### src/rtl/core/lfps_pkg.sv
`timescale 1ns / 1ps

package lfps_pkg;

   // Field widths fixed by the stream formats.
   localparam int SENSOR_W  = 5;
   localparam int GAIN_W    = 16;
   localparam int BASE_W    = 7;
   localparam int DUTY_W    = 10;
   localparam int ERR_W     = 13;
   localparam int MUL_A_W   = 14;
   localparam int MUL_B_W   = GAIN_W + 1;
   localparam int PROD_W    = MUL_A_W + MUL_B_W;
   localparam int ACC_W     = 32;
   localparam int CORR_W    = 18;
   localparam int SPEED_W   = 8;
   localparam int CSR_IDX_W = 2;
   localparam int CSR_DATA_W = GAIN_W;

   localparam int LFPS_PWM_SCALE_DEFAULT = 10;

   localparam logic [GAIN_W-1:0] KP_RESET   = 16'd459;
   localparam logic [GAIN_W-1:0] KI_RESET   = 16'd0;
   localparam logic [GAIN_W-1:0] KD_RESET   = 16'd197;
   localparam logic [BASE_W-1:0] BASE_RESET = 7'd25;

   // Register indexes of the configuration port.
   localparam logic [CSR_IDX_W-1:0] CSR_KP_GAIN    = 2'd0;
   localparam logic [CSR_IDX_W-1:0] CSR_KI_GAIN    = 2'd1;
   localparam logic [CSR_IDX_W-1:0] CSR_KD_GAIN    = 2'd2;
   localparam logic [CSR_IDX_W-1:0] CSR_BASE_SPEED = 2'd3;

   typedef enum logic [2:0] {
      ST_IDLE,
      ST_MUL_P,
      ST_MUL_I,
      ST_MUL_D,
      ST_ACC,
      ST_SPEED,
      ST_DONE
   } state_type;

   typedef enum logic [1:0] {
      MUL_SEL_P,
      MUL_SEL_I,
      MUL_SEL_D
   } mul_sel_type;

   typedef struct packed {
      logic        load_item;
      logic        mul_en;
      mul_sel_type mul_sel;
      logic        acc_init;
      logic        acc_add;
      logic        speed_en;
      logic        out_load;
   } dp_cmd_type;

   // Setpoint minus the truncated centroid of the active sensors.
   // The all-clear pattern carries no centroid and returns zero.
   function automatic logic signed [ERR_W-1:0] centroid_error(
      input logic [SENSOR_W-1:0] bits
   );
      logic signed [ERR_W-1:0] e;
      case (bits)
         5'd1:    e = 13'sd2000;
         5'd2:    e = 13'sd500;
         5'd3:    e = 13'sd1250;
         5'd4:    e = 13'sd0;
         5'd5:    e = 13'sd1000;
         5'd6:    e = 13'sd250;
         5'd7:    e = 13'sd834;
         5'd8:    e = -13'sd500;
         5'd9:    e = 13'sd750;
         5'd10:   e = 13'sd0;
         5'd11:   e = 13'sd667;
         5'd12:   e = -13'sd250;
         5'd13:   e = 13'sd500;
         5'd14:   e = 13'sd0;
         5'd15:   e = 13'sd500;
         5'd16:   e = -13'sd2000;
         5'd17:   e = 13'sd0;
         5'd18:   e = -13'sd750;
         5'd19:   e = 13'sd167;
         5'd20:   e = -13'sd1000;
         5'd21:   e = 13'sd0;
         5'd22:   e = -13'sd500;
         5'd23:   e = 13'sd125;
         5'd24:   e = -13'sd1250;
         5'd25:   e = -13'sd166;
         5'd26:   e = -13'sd666;
         5'd27:   e = 13'sd0;
         5'd28:   e = -13'sd833;
         5'd29:   e = -13'sd125;
         5'd30:   e = -13'sd500;
         5'd31:   e = 13'sd0;
         default: e = 13'sd0;
      endcase
      return e;
   endfunction

   // Saturates a wheel speed to the range -100..+100.
   function automatic logic signed [SPEED_W-1:0] clamp_speed(
      input logic signed [CORR_W-1:0] v
   );
      logic signed [SPEED_W-1:0] s;
      if (v > 18'sd100) begin
         s = 8'sd100;
      end else if (v < -18'sd100) begin
         s = -8'sd100;
      end else begin
         s = v[SPEED_W-1:0];
      end
      return s;
   endfunction

endpackage

### src/rtl/core/lfps_ctrl.sv
`timescale 1ns / 1ps

module lfps_ctrl import lfps_pkg::*; (
   input  logic       clock,
   input  logic       reset,
   input  logic       req_tvalid,
   output logic       req_tready,
   output logic       rsp_tvalid,
   input  logic       rsp_tready,
   output dp_cmd_type cmd
);

   state_type state_ff, state_in;
   logic      rsp_valid_ff, rsp_valid_in;

   always_ff @(posedge clock) begin
      if (reset) begin
         state_ff     <= ST_IDLE;
         rsp_valid_ff <= 1'b0;
      end else begin
         state_ff     <= state_in;
         rsp_valid_ff <= rsp_valid_in;
      end
   end

   always_comb begin
      state_in = state_ff;
      cmd      = '0;
      cmd.mul_sel = MUL_SEL_P;
      unique case (state_ff)
         ST_IDLE: begin
            if (req_tvalid) begin
               cmd.load_item = 1'b1;
               state_in      = ST_MUL_P;
            end
         end
         ST_MUL_P: begin
            cmd.mul_en  = 1'b1;
            cmd.mul_sel = MUL_SEL_P;
            state_in    = ST_MUL_I;
         end
         ST_MUL_I: begin
            cmd.mul_en   = 1'b1;
            cmd.mul_sel  = MUL_SEL_I;
            cmd.acc_init = 1'b1;
            state_in     = ST_MUL_D;
         end
         ST_MUL_D: begin
            cmd.mul_en  = 1'b1;
            cmd.mul_sel = MUL_SEL_D;
            cmd.acc_add = 1'b1;
            state_in    = ST_ACC;
         end
         ST_ACC: begin
            cmd.acc_add = 1'b1;
            state_in    = ST_SPEED;
         end
         ST_SPEED: begin
            cmd.speed_en = 1'b1;
            state_in     = ST_DONE;
         end
         ST_DONE: begin
            // The result register may still hold the previous transfer.
            if (!rsp_valid_ff || rsp_tready) begin
               cmd.out_load = 1'b1;
               state_in     = ST_IDLE;
            end
         end
         default: state_in = ST_IDLE;
      endcase
   end

   always_comb begin
      if (cmd.out_load) begin
         rsp_valid_in = 1'b1;
      end else if (rsp_tready) begin
         rsp_valid_in = 1'b0;
      end else begin
         rsp_valid_in = rsp_valid_ff;
      end
   end

   assign req_tready = (state_ff == ST_IDLE);
   assign rsp_tvalid = rsp_valid_ff;

endmodule

### src/rtl/core/lfps_dp.sv
`timescale 1ns / 1ps

module lfps_dp import lfps_pkg::*; #(
   parameter int PWM_SCALE = LFPS_PWM_SCALE_DEFAULT
) (
   input  logic                  clock,
   input  logic                  reset,
   input  dp_cmd_type            cmd,
   input  logic [SENSOR_W-1:0]   sensor_bits,
   input  logic                  csr_wen,
   input  logic [CSR_IDX_W-1:0]  csr_index,
   input  logic [CSR_DATA_W-1:0] csr_wdata,
   output logic [DUTY_W-1:0]     left_fwd_duty,
   output logic [DUTY_W-1:0]     left_rev_duty,
   output logic [DUTY_W-1:0]     right_fwd_duty,
   output logic [DUTY_W-1:0]     right_rev_duty,
   output logic                  line_lost
);

   // Configuration registers.
   logic [GAIN_W-1:0] kp_ff, ki_ff, kd_ff;
   logic [BASE_W-1:0] base_ff;

   always_ff @(posedge clock) begin
      if (reset) begin
         kp_ff   <= KP_RESET;
         ki_ff   <= KI_RESET;
         kd_ff   <= KD_RESET;
         base_ff <= BASE_RESET;
      end else if (csr_wen) begin
         unique case (csr_index)
            CSR_KP_GAIN:    kp_ff   <= csr_wdata[GAIN_W-1:0];
            CSR_KI_GAIN:    ki_ff   <= csr_wdata[GAIN_W-1:0];
            CSR_KD_GAIN:    kd_ff   <= csr_wdata[GAIN_W-1:0];
            CSR_BASE_SPEED: base_ff <= csr_wdata[BASE_W-1:0];
            default: ;
         endcase
      end
   end

   // Item capture and steering state.
   logic signed [ERR_W-1:0] err_ff, prev_err_ff;
   logic                    lost_ff;
   logic                    side_right_ff, side_right_in;

   always_comb begin
      side_right_in = side_right_ff;
      if (sensor_bits[0]) begin
         side_right_in = 1'b1;
      end
      if (sensor_bits[SENSOR_W-1]) begin
         side_right_in = 1'b0;
      end
   end

   always_ff @(posedge clock) begin
      if (reset) begin
         side_right_ff <= 1'b0;
         prev_err_ff   <= '0;
      end else begin
         if (cmd.load_item) begin
            side_right_ff <= side_right_in;
         end
         if (cmd.out_load && !lost_ff) begin
            prev_err_ff <= err_ff;
         end
      end
   end

   always_ff @(posedge clock) begin
      if (cmd.load_item) begin
         err_ff  <= centroid_error(sensor_bits);
         lost_ff <= (sensor_bits == '0);
      end
   end

   // Shared multiplier with a product register, then the accumulator.
   logic signed [MUL_A_W-1:0] err_x, prev_x, abs_err, abs_prev;
   logic signed [MUL_A_W-1:0] mul_a;
   logic signed [MUL_B_W-1:0] mul_b;
   logic signed [PROD_W-1:0]  prod_ff, prod_in;
   logic signed [ACC_W-1:0]   acc_ff, acc_in, prod_x;

   assign err_x    = {err_ff[ERR_W-1], err_ff};
   assign prev_x   = {prev_err_ff[ERR_W-1], prev_err_ff};
   assign abs_err  = err_x[MUL_A_W-1] ? -err_x : err_x;
   assign abs_prev = prev_x[MUL_A_W-1] ? -prev_x : prev_x;

   always_comb begin
      case (cmd.mul_sel)
         MUL_SEL_P: begin
            mul_a = err_x;
            mul_b = {1'b0, kp_ff};
         end
         MUL_SEL_I: begin
            mul_a = abs_err + abs_prev;
            mul_b = {1'b0, ki_ff};
         end
         MUL_SEL_D: begin
            // The derivative term is subtracted, so feed its negation.
            mul_a = prev_x - err_x;
            mul_b = {1'b0, kd_ff};
         end
         default: begin
            mul_a = '0;
            mul_b = '0;
         end
      endcase
   end

   assign prod_in = mul_a * mul_b;
   assign prod_x  = {prod_ff[PROD_W-1], prod_ff};

   always_comb begin
      acc_in = acc_ff;
      if (cmd.acc_init) begin
         acc_in = prod_x;
      end else if (cmd.acc_add) begin
         acc_in = acc_ff + prod_x;
      end
   end

   always_ff @(posedge clock) begin
      if (cmd.mul_en) begin
         prod_ff <= prod_in;
      end
      acc_ff <= acc_in;
   end

   // Correction truncated toward zero, wheel speeds and saturation.
   logic [ACC_W-1:0]          acc_mag;
   logic [GAIN_W-1:0]         corr_mag;
   logic signed [CORR_W-1:0]  corr, base_x, left_raw, right_raw;
   logic signed [SPEED_W-1:0] spin, left_speed_ff, right_speed_ff;
   logic signed [SPEED_W-1:0] left_speed_in, right_speed_in;

   assign acc_mag  = acc_ff[ACC_W-1] ? ACC_W'(-acc_ff) : ACC_W'(acc_ff);
   assign corr_mag = acc_mag[ACC_W-1 -: GAIN_W];
   assign corr     = acc_ff[ACC_W-1] ? -$signed({2'b00, corr_mag})
                                     : $signed({2'b00, corr_mag});
   assign base_x    = $signed({{(CORR_W-BASE_W){1'b0}}, base_ff});
   assign left_raw  = base_x - corr;
   assign right_raw = base_x + corr;
   assign spin      = clamp_speed(base_x);

   always_comb begin
      if (lost_ff) begin
         left_speed_in  = side_right_ff ? -spin : spin;
         right_speed_in = side_right_ff ? spin : -spin;
      end else begin
         left_speed_in  = clamp_speed(left_raw);
         right_speed_in = clamp_speed(right_raw);
      end
   end

   always_ff @(posedge clock) begin
      if (cmd.speed_en) begin
         left_speed_ff  <= left_speed_in;
         right_speed_ff <= right_speed_in;
      end
   end

   // Duty split by sign and scaling.
   logic [SPEED_W-1:0] left_mag, right_mag;
   logic [DUTY_W-1:0]  left_duty, right_duty;
   logic [DUTY_W-1:0]  left_fwd_ff, left_rev_ff, right_fwd_ff, right_rev_ff;
   logic               lost_out_ff;

   assign left_mag   = left_speed_ff[SPEED_W-1] ? SPEED_W'(-left_speed_ff)
                                                : SPEED_W'(left_speed_ff);
   assign right_mag  = right_speed_ff[SPEED_W-1] ? SPEED_W'(-right_speed_ff)
                                                 : SPEED_W'(right_speed_ff);
   assign left_duty  = DUTY_W'(left_mag) * DUTY_W'(PWM_SCALE);
   assign right_duty = DUTY_W'(right_mag) * DUTY_W'(PWM_SCALE);

   always_ff @(posedge clock) begin
      if (cmd.out_load) begin
         left_fwd_ff  <= (left_speed_ff > 8'sd0) ? left_duty : '0;
         left_rev_ff  <= (left_speed_ff < 8'sd0) ? left_duty : '0;
         right_fwd_ff <= (right_speed_ff > 8'sd0) ? right_duty : '0;
         right_rev_ff <= (right_speed_ff < 8'sd0) ? right_duty : '0;
         lost_out_ff  <= lost_ff;
      end
   end

   assign left_fwd_duty  = left_fwd_ff;
   assign left_rev_duty  = left_rev_ff;
   assign right_fwd_duty = right_fwd_ff;
   assign right_rev_duty = right_rev_ff;
   assign line_lost      = lost_out_ff;

endmodule

### src/rtl/core/line_follower_pd_steering.sv
`timescale 1ns / 1ps

// Line-follower steering controller. Each transfer on the req_ channel carries
// one sample of the five line sensors; each transfer on the rsp_ channel
// carries the four wheel PWM compare values for that sample and a flag that
// is set when no sensor saw the line. Exactly one result follows each sample.
// Gains and the base speed are written through the csr_ port, and the user
// must write them only while the block is idle; the block itself does not
// enforce this. A write takes effect at the clock edge where csr_wen is high.
// For an accepted sample the error is looked up at the accepting edge itself,
// then come three passes through the single shared multiplier for the
// proportional, summed-error and derivative terms, then the accumulation is
// finished, the wheel speeds are registered and the result register is loaded.
// The block is ready for a new sample in the cycle after the result is
// loaded, so it does not take a new sample before it is through with the last.
// If the receiver stalls, the finished result waits in the output register
// while the next sample is still accepted and worked on; that sample then
// waits until the output register is free.
// Reset is synchronous: it restores the register defaults, clears the stored
// previous error and the last-seen side, and empties the output register.
module line_follower_pd_steering import lfps_pkg::*; #(
   parameter int PWM_SCALE = LFPS_PWM_SCALE_DEFAULT
) (
   input  logic                  clock,
   input  logic                  reset,
   // Sample channel.
   input  logic                  req_tvalid,
   output logic                  req_tready,
   input  logic [7:0]            req_tdata,   // [4:0] sensor_bits, [7:5] zero
   // Result channel.
   output logic                  rsp_tvalid,
   input  logic                  rsp_tready,
   output logic [39:0]           rsp_tdata,   // [9:0] left_fwd_duty,
                                              // [19:10] left_rev_duty,
                                              // [29:20] right_fwd_duty,
                                              // [39:30] right_rev_duty
   output logic                  rsp_tuser,   // [0] line_lost
   // Configuration write port.
   input  logic                  csr_wen,
   input  logic [CSR_IDX_W-1:0]  csr_index,
   input  logic [CSR_DATA_W-1:0] csr_wdata
);

   dp_cmd_type         cmd;
   logic [DUTY_W-1:0]  left_fwd_duty, left_rev_duty;
   logic [DUTY_W-1:0]  right_fwd_duty, right_rev_duty;
   logic               line_lost;

   // The sequencer issues one command word per cycle to the datapath.
   lfps_ctrl u_ctrl (
      .clock      (clock),
      .reset      (reset),
      .req_tvalid (req_tvalid),
      .req_tready (req_tready),
      .rsp_tvalid (rsp_tvalid),
      .rsp_tready (rsp_tready),
      .cmd        (cmd)
   );

   lfps_dp #(
      .PWM_SCALE (PWM_SCALE)
   ) u_dp (
      .clock          (clock),
      .reset          (reset),
      .cmd            (cmd),
      .sensor_bits    (req_tdata[SENSOR_W-1:0]),
      .csr_wen        (csr_wen),
      .csr_index      (csr_index),
      .csr_wdata      (csr_wdata),
      .left_fwd_duty  (left_fwd_duty),
      .left_rev_duty  (left_rev_duty),
      .right_fwd_duty (right_fwd_duty),
      .right_rev_duty (right_rev_duty),
      .line_lost      (line_lost)
   );

   // Result fields packed from the lowest bit up.
   assign rsp_tdata = {right_rev_duty, right_fwd_duty, left_rev_duty, left_fwd_duty};
   assign rsp_tuser = line_lost;

endmodule
### config.mk
export PLATFORM = sky130hd
export DESIGN_NAME = line_follower_pd_steering
export DESIGN_NICKNAME = d
export VERILOG_FILES = /design/src/rtl/core/lfps_pkg.sv /design/src/rtl/core/lfps_ctrl.sv /design/src/rtl/core/lfps_dp.sv /design/src/rtl/core/line_follower_pd_steering.sv
export SDC_FILE = /design/constraint.sdc
export NUM_CORES = 1
export LEC_CHECK = 0
export ABC_AREA = 1
export BUFFER_PORTS_ARGS = -buffer_cell sky130_fd_sc_hd__clkbuf_2
export CAP_MARGIN = 25
export CORE_MARGIN = 4
export CORE_UTILIZATION = 60
export DETAILED_ROUTE_END_ITERATION = 8
export HOLD_SLACK_MARGIN = 0.02
export PLACE_DENSITY_LB_ADDON = 0.3
export SYNTH_ARGS = -nofsm -noshare
export SYNTH_HDL_FRONTEND = slang
export SYNTH_SLANG_ARGS = --single-unit
### constraint.sdc
create_clock -name clock -period 10.9 [get_ports clock]
set_input_delay 1.09 -clock clock [delete_from_list [all_inputs] [get_ports clock]]
set_output_delay 1.09 -clock clock [all_outputs]
set_load 0.01 [all_outputs]
* Word-level counts from Yosys, hierarchy flattened
Memory sizes are Yosys's and may differ from the RTL's. A register that Yosys moved wholly into a read port is not among the register bits. Cells that the tools add are included.
Word-level totals: register bits 194, bits in latches 0, RAM bits 0, bits in read-only memories 416, input bits 31, output and inout port bits 43, logic and storage cells 114, memories kept 1
Operators by class: $add $sub $neg 12, multiply operators 3, div/mod/pow operators 0, $lt $le $gt $ge 10, equality and inequality tests 13, shift-type cells 0, mux-type cells 35, bitwise operators 0, reductions and logical operators 18
Memories:
- (no name shown) | depth 32, width 13, read ports 1, clocked after memory_dff 1, write ports 0, RTL line lfps_pkg.sv:65 | case (bits)
Operators with widths (count):
- 2-to-1 mux 32 bit | 3
- 2-to-1 mux 8 bit | 12
- case mux 16 bit (3 select lines) | 1
- case mux 14 bit (3 select lines) | 1
- greater-than comparator 18 x 8 -> 1 bit (second input constant) | 2
- less-than comparator 18 x 8 -> 1 bit (second input constant) | 2
- adder 32 x 31 -> 32 bit | 1
- negator 32 bit | 1
- multiplier 14 x 17 -> 31 bit | 1
- 2-to-1 mux 14 bit | 2
- negator 13 -> 14 bit | 2
- negator 8 bit | 3
- case mux 3 bit (7 select lines) | 1
- adder 8 x 18 -> 18 bit | 1
- multiplier 8 x 3 -> 9 bit (second input constant) | 2
- 2-to-1 mux 18 bit | 1
- negator 16 -> 18 bit | 1
- subtractor 8 x 18 -> 18 bit | 1
- greater-than comparator 8 x 1 -> 1 bit (second input constant) | 2
- less-than comparator 8 x 1 -> 1 bit (second input constant) | 2
- adder 14 bit | 1
- subtractor 13 x 13 -> 14 bit | 1
- AND reduction 2 bit | 6
- 2-to-1 mux 1 bit | 11
- other kinds (19) | 30

* Logic depth before layout (Yosys ltp)
depth in word-level cells 9, gate-level depth with buffers 48, gate-level depth less buffers 47

* Hierarchy
From an unflattened synthesis, not the netlist that was laid out.
Second synthesis, totals: cells, all modules 2949, area, all modules 22116.2 um^2
Modules (own cells, without submodules):
- lfps_dp | times used 1, cells an instance 2907, area each 21863.5 um^2, seq. area each 5235.0 um^2
- lfps_ctrl | times used 1, cells an instance 42, area each 252.7 um^2, seq. area each 80.1 um^2

* Worst setup path after synthesis
Ideal clock, no wire load.
path type register to register, start point register u_dp.prev_err_ff[1], end point register u_dp.prod_ff[30] (data pin), library setup time 260 ps, data arrival time 8120 ps, required time 10640 ps, path slack 2519 ps, stages on the path, launching flop included 43, path buffers 1, clock period less this slack 8381 ps, cells stage by stage dfxtp_1 -> inv_1 -> ha_1 -> or2_2 -> o21ai_0 -> fa_1 -> inv_1 -> a21oi_1 -> nor2_1 -> nor2_1 -> nor2_1 -> o21ai_0 -> nand2_1 -> nand2_1 -> nand2_1 -> a21oi_1 -> nor2_1 -> o21ai_0 -> [7 not listed] -> inv_1 -> fa_1 -> fa_1 -> fa_1 -> fa_1 -> inv_1 -> fa_1 -> inv_1 -> ha_1 -> a21oi_1 -> o21a_1 -> a21boi_0 -> o21bai_1 -> a21boi_0 -> o21ai_1 -> nand2_1 -> nand2_1 -> xor2_1
Between the ends: cells in the longest elaborated chain, start to end 5, elaborated cells on any way between the ends 6, classes of those cells add/sub: 3; mul: 1; mux: 2
Ends and longest elaborated chain:
- start, declared | RTL line lfps_dp.sv:42 | logic signed [ERR_W-1:0] err_ff, prev_err_ff;
- start signal, assigned | RTL line lfps_dp.sv:65 | prev_err_ff <= err_ff;
- negator 13 -> 14 bit | RTL line lfps_dp.sv:87 | assign abs_prev = prev_x[MUL_A_W-1] ? -prev_x : prev_x;
- 2-to-1 mux 14 bit | RTL line lfps_dp.sv:87
- adder 14 bit | RTL line lfps_dp.sv:96 | mul_a = abs_err + abs_prev;
- case mux 14 bit (3 select lines) (*) | RTL line lfps_dp.sv:90 | case (cmd.mul_sel)
- multiplier 14 x 17 -> 31 bit (*) | RTL line lfps_dp.sv:111 | assign prod_in = mul_a * mul_b;
- net u_dp.prod_in[30] | RTL line lfps_dp.sv:81 | logic signed [PROD_W-1:0] prod_ff, prod_in;
- end signal, assigned | RTL line lfps_dp.sv:125 | prod_ff <= prod_in;
- end, declared | RTL line lfps_dp.sv:81
The timed path passes the listed nets; every way through them passes the cells marked *. A chain may end at the register's enable or synchronous reset.

* Worst setup path after layout
Ends and elaborated chain as after synthesis.

==> metrics.cfg <==
[synthesis]
ys_ff_latch=201
synth_top_family_by_area=adder cells
netlist_area_um2=22000
synthXorXnorAreaFrac_pct=4.47
ys_warn_count=0
yosysTopAreaCell=edfxtp_1
synthAdderAreaFrac_pct=27.8
synth.top_cell.area_share_pct=17.6
synthMuxAreaShare_pct=0
yosysUniqueCellTypes=52
synth_cells=2888
synth_area_leaders=edfxtp_1 18%, fa_1 16%, ha_1 12%, nand2_1 11%, inv_1 8.4%
yosys.area_share.simple_pct=23.0
ys_seq_area_share_pct=24.2
synth_compound_area_share_pct=10.5
synth_area_per_cell_um2=7.61

[clocking]
cts.path.max_buffers=3
clock-root-buffer=clkbuf_16
cts_made_buffers=23
cts_sinks=201
postCtsSetupBuffers=0
htreeDepth=1
cts_tree=yes
ctsResizeCount=0
clock_latency_ns=0.51
cts_hold_buf=0
path_clk_slew_ns=0.06

[timing]
slew_violations=0
tns_ns=0
min_period_over_period_pct=89.6
rsz0062_at_grt=false
clock_skew_ns=0.0148
max_freq_mhz=102
setup_viol=0
tightest_slew_ns=1.07
hold_viol=0
relSlewSlack_pct=28.3
setup_ws_ns=1.14
timing.final.crit_period_ns=9.76

[drt]
route.detailed.drc=0
drt_wl_total_um=53200
drtPass1Iterations=6
wl_per_cell_um=15.6
ant_nets=0
detail_route.vias_per_cell=5.57
vias=19000
drt_iter0_markers=1490

[critical_path]
cp.required_ns=11.16
path_delay_family=adder cells
crit_top_cell=nand2_1
critPathLaunchType=flip-flop
crit_buf_inv=6
critPathCaptureType=flip-flop
slowest_delay_ns=0.54
path_class=flip-flop to flip-flop
arrival_ns=10.02
critPathSlowestCell=fa_1
path_max_fanout=6

[placement]
place_ws_ns=1.26
gp_congestion=0.969
portBuffers=66
place_hpwl_um=42800
place_inst=3363

[power_and_ir_drop]
internal_power_w=0.00387
p_comb_share_pct=72.9
p_sw_w=0.00381
p_per_area_nw_per_um2=326
switching_share_pct=49.6
irDropWorstVdd_uv=443
sequentialPowerShare_pct=17.3
p_leak_nw=11.8
clkPwrFrac_pct=9.8

[floorplan]
die_area_um2=39700
start_util_pct=61.3
die_width_um=199
placementRows=69
fp.dieH_um=199
core_um2=35800
io_pins=74

[hold_path]
hp-class=flip-flop to flip-flop

[global_routing]
gr-total-overflow=0
antenna_found_initial=3
grt_first_pass_wirelength_um=89400
grt_max_degree=77
first_global_vias=18800
grtUsageTotal_pct=27.1

[cells_and_area]
drive_gt1_share_pct=6.87
syn_to_final_growth_pct=7.06
final_cells=3405
final_nets=3343

[job]
cap_violations=0

[status]
outcome=completed

==> path summary, 6_finish.rpt <==
kind,end,from,slack [ns],cells after the start
worst max-delay path,u_dp.prod_ff[30],u_dp.prev_err_ff[1],1.14,45
worst min-delay path,u_dp.kd_ff[6],u_dp.kd_ff[6],0.46,2
worst max register to register,u_dp.prod_ff[30],u_dp.prev_err_ff[1],1.14,45
worst min register to register,u_dp.kd_ff[6],u_dp.kd_ff[6],0.46,2
==> cells in the mapped netlist (all sizes together) <==
| library cell | count |
|---|---|
| a22oi | 6 |
| a21oi | 138 |
| o22ai | 15 |
| o21ai | 154 |
| o211ai | 11 |
| o2111a | 1 |
| nand4 | 11 |
| conb | 1 |
| and2 | 2 |
| clkbuf | 65 |
| or2 | 6 |
| a31oi | 16 |
| o41ai | 1 |
| edfxtp | 129 |
| nand3b | 5 |
| xnor2 | 42 |
| nor3 | 22 |
| o311ai | 2 |
| buf | 13 |
| o21bai | 15 |
| fa | 173 |
| nor4 | 6 |
| dfxtp | 72 |
| inv | 495 |
| nand3 | 132 |
| a2111oi | 1 |
| clkinv | 4 |
| a41oi | 3 |
| nor3b | 1 |
| a211oi | 2 |
| o31ai | 10 |
| o221ai | 13 |
| a21o | 4 |
| o21a | 3 |
| ha | 212 |
| nand2 | 693 |
| nor2 | 333 |
| xor2 | 68 |
| a21boi | 8 |
==> final cells by class <==
cell class	count	area (um^2)
Antenna cell	3	7.51
Clock buffer	31	636
Clock inverter	8	100
Fill cell	3011	12300
Inverter	499	1870
Multi-Input combinational cell	2115	14500
Sequential cell	201	5320
Tap cell	461	577
Timing Repair Buffer	87	488
==> through the flow <==
stage	hold WS, ns	instance area, um^2	power (W)	util (%)
floorplan	0.429	22000	0.00568	-
global placement	0.441	22800	0.00666	63.6
detailed placement	0.449	22800	0.00684	63.6
CTS	0.465	23500	0.00764	65.6
global route	0.497	23500	0.00856	65.6
finish	0.465	23500	0.00768	65.6
==> power groups by stage <==
stage	clock (W)	sequential [W]	combinational (W)
4_1_cts	0.000768	0.00132	0.00555
3_5_place_dp	0	0.00134	0.00550
3_3_place_gp	0	0.00133	0.00533
5_1_grt	0.000802	0.00134	0.00642
6_report	0.000755	0.00133	0.00560
2_1_floorplan	0	0.00129	0.00439
==> registers in the layout, indices dropped and copies added (netlist names), 3 cells and up <==
name and count:
u_dp.acc_ff 32, u_ctrl.state_ff 3, u_dp.left_rev_duty 9, u_dp.right_rev_duty 9, u_dp.ki_ff 16, u_dp.base_ff 7, u_dp.prod_ff 31, u_dp.right_fwd_duty 9
u_dp.prev_err_ff 12, u_dp.err_ff 12, u_dp.left_fwd_duty 9, u_dp.left_speed_ff 8, u_dp.right_speed_ff 8, u_dp.kp_ff 16, u_dp.kd_ff 16
==> worst min-delay path, stage by stage, from the launching register on <==
cell	delay (ns)
dfxtp_1	0.33
nand2_1	0.05
nand3_1	0.05
==> kinds of logic after synthesis <==
group	after synthesis
DFF	201
other	1
and+or+nand+nor	1211
adders and majority gates	385
AOI/OAI and AO/OA	403
xor gates and xnor gates	110
buffers and inverters	577
==> metal layers <==
| metal | global-route usage (%) | share of wire [%] | vias up |
|---|---|---|---|
| li1 | - | - | 9273 |
| met5 | 0 | 0 | - |
| met1 | 36.5 | 43 | 8925 |
| met2 | 45.4 | 47 | 644 |
| met4 | 8.48 | 3.1 | 0 |
| met3 | 4.08 | 7.2 | 115 |
==> cells in the final DEF, fill, tap and decap left out, types with 67 or more instances in the layout <==
cell        n
nand3_1   124
o21ai_0   141
dfxtp_1    72
ha_1      212
fa_1      173
xor2_1     67
nand2_1   667
edfxtp_1  129
inv_1     489
a21oi_1   138
nor2_1    307
Note: power is estimated with default switching activity, not from simulation.
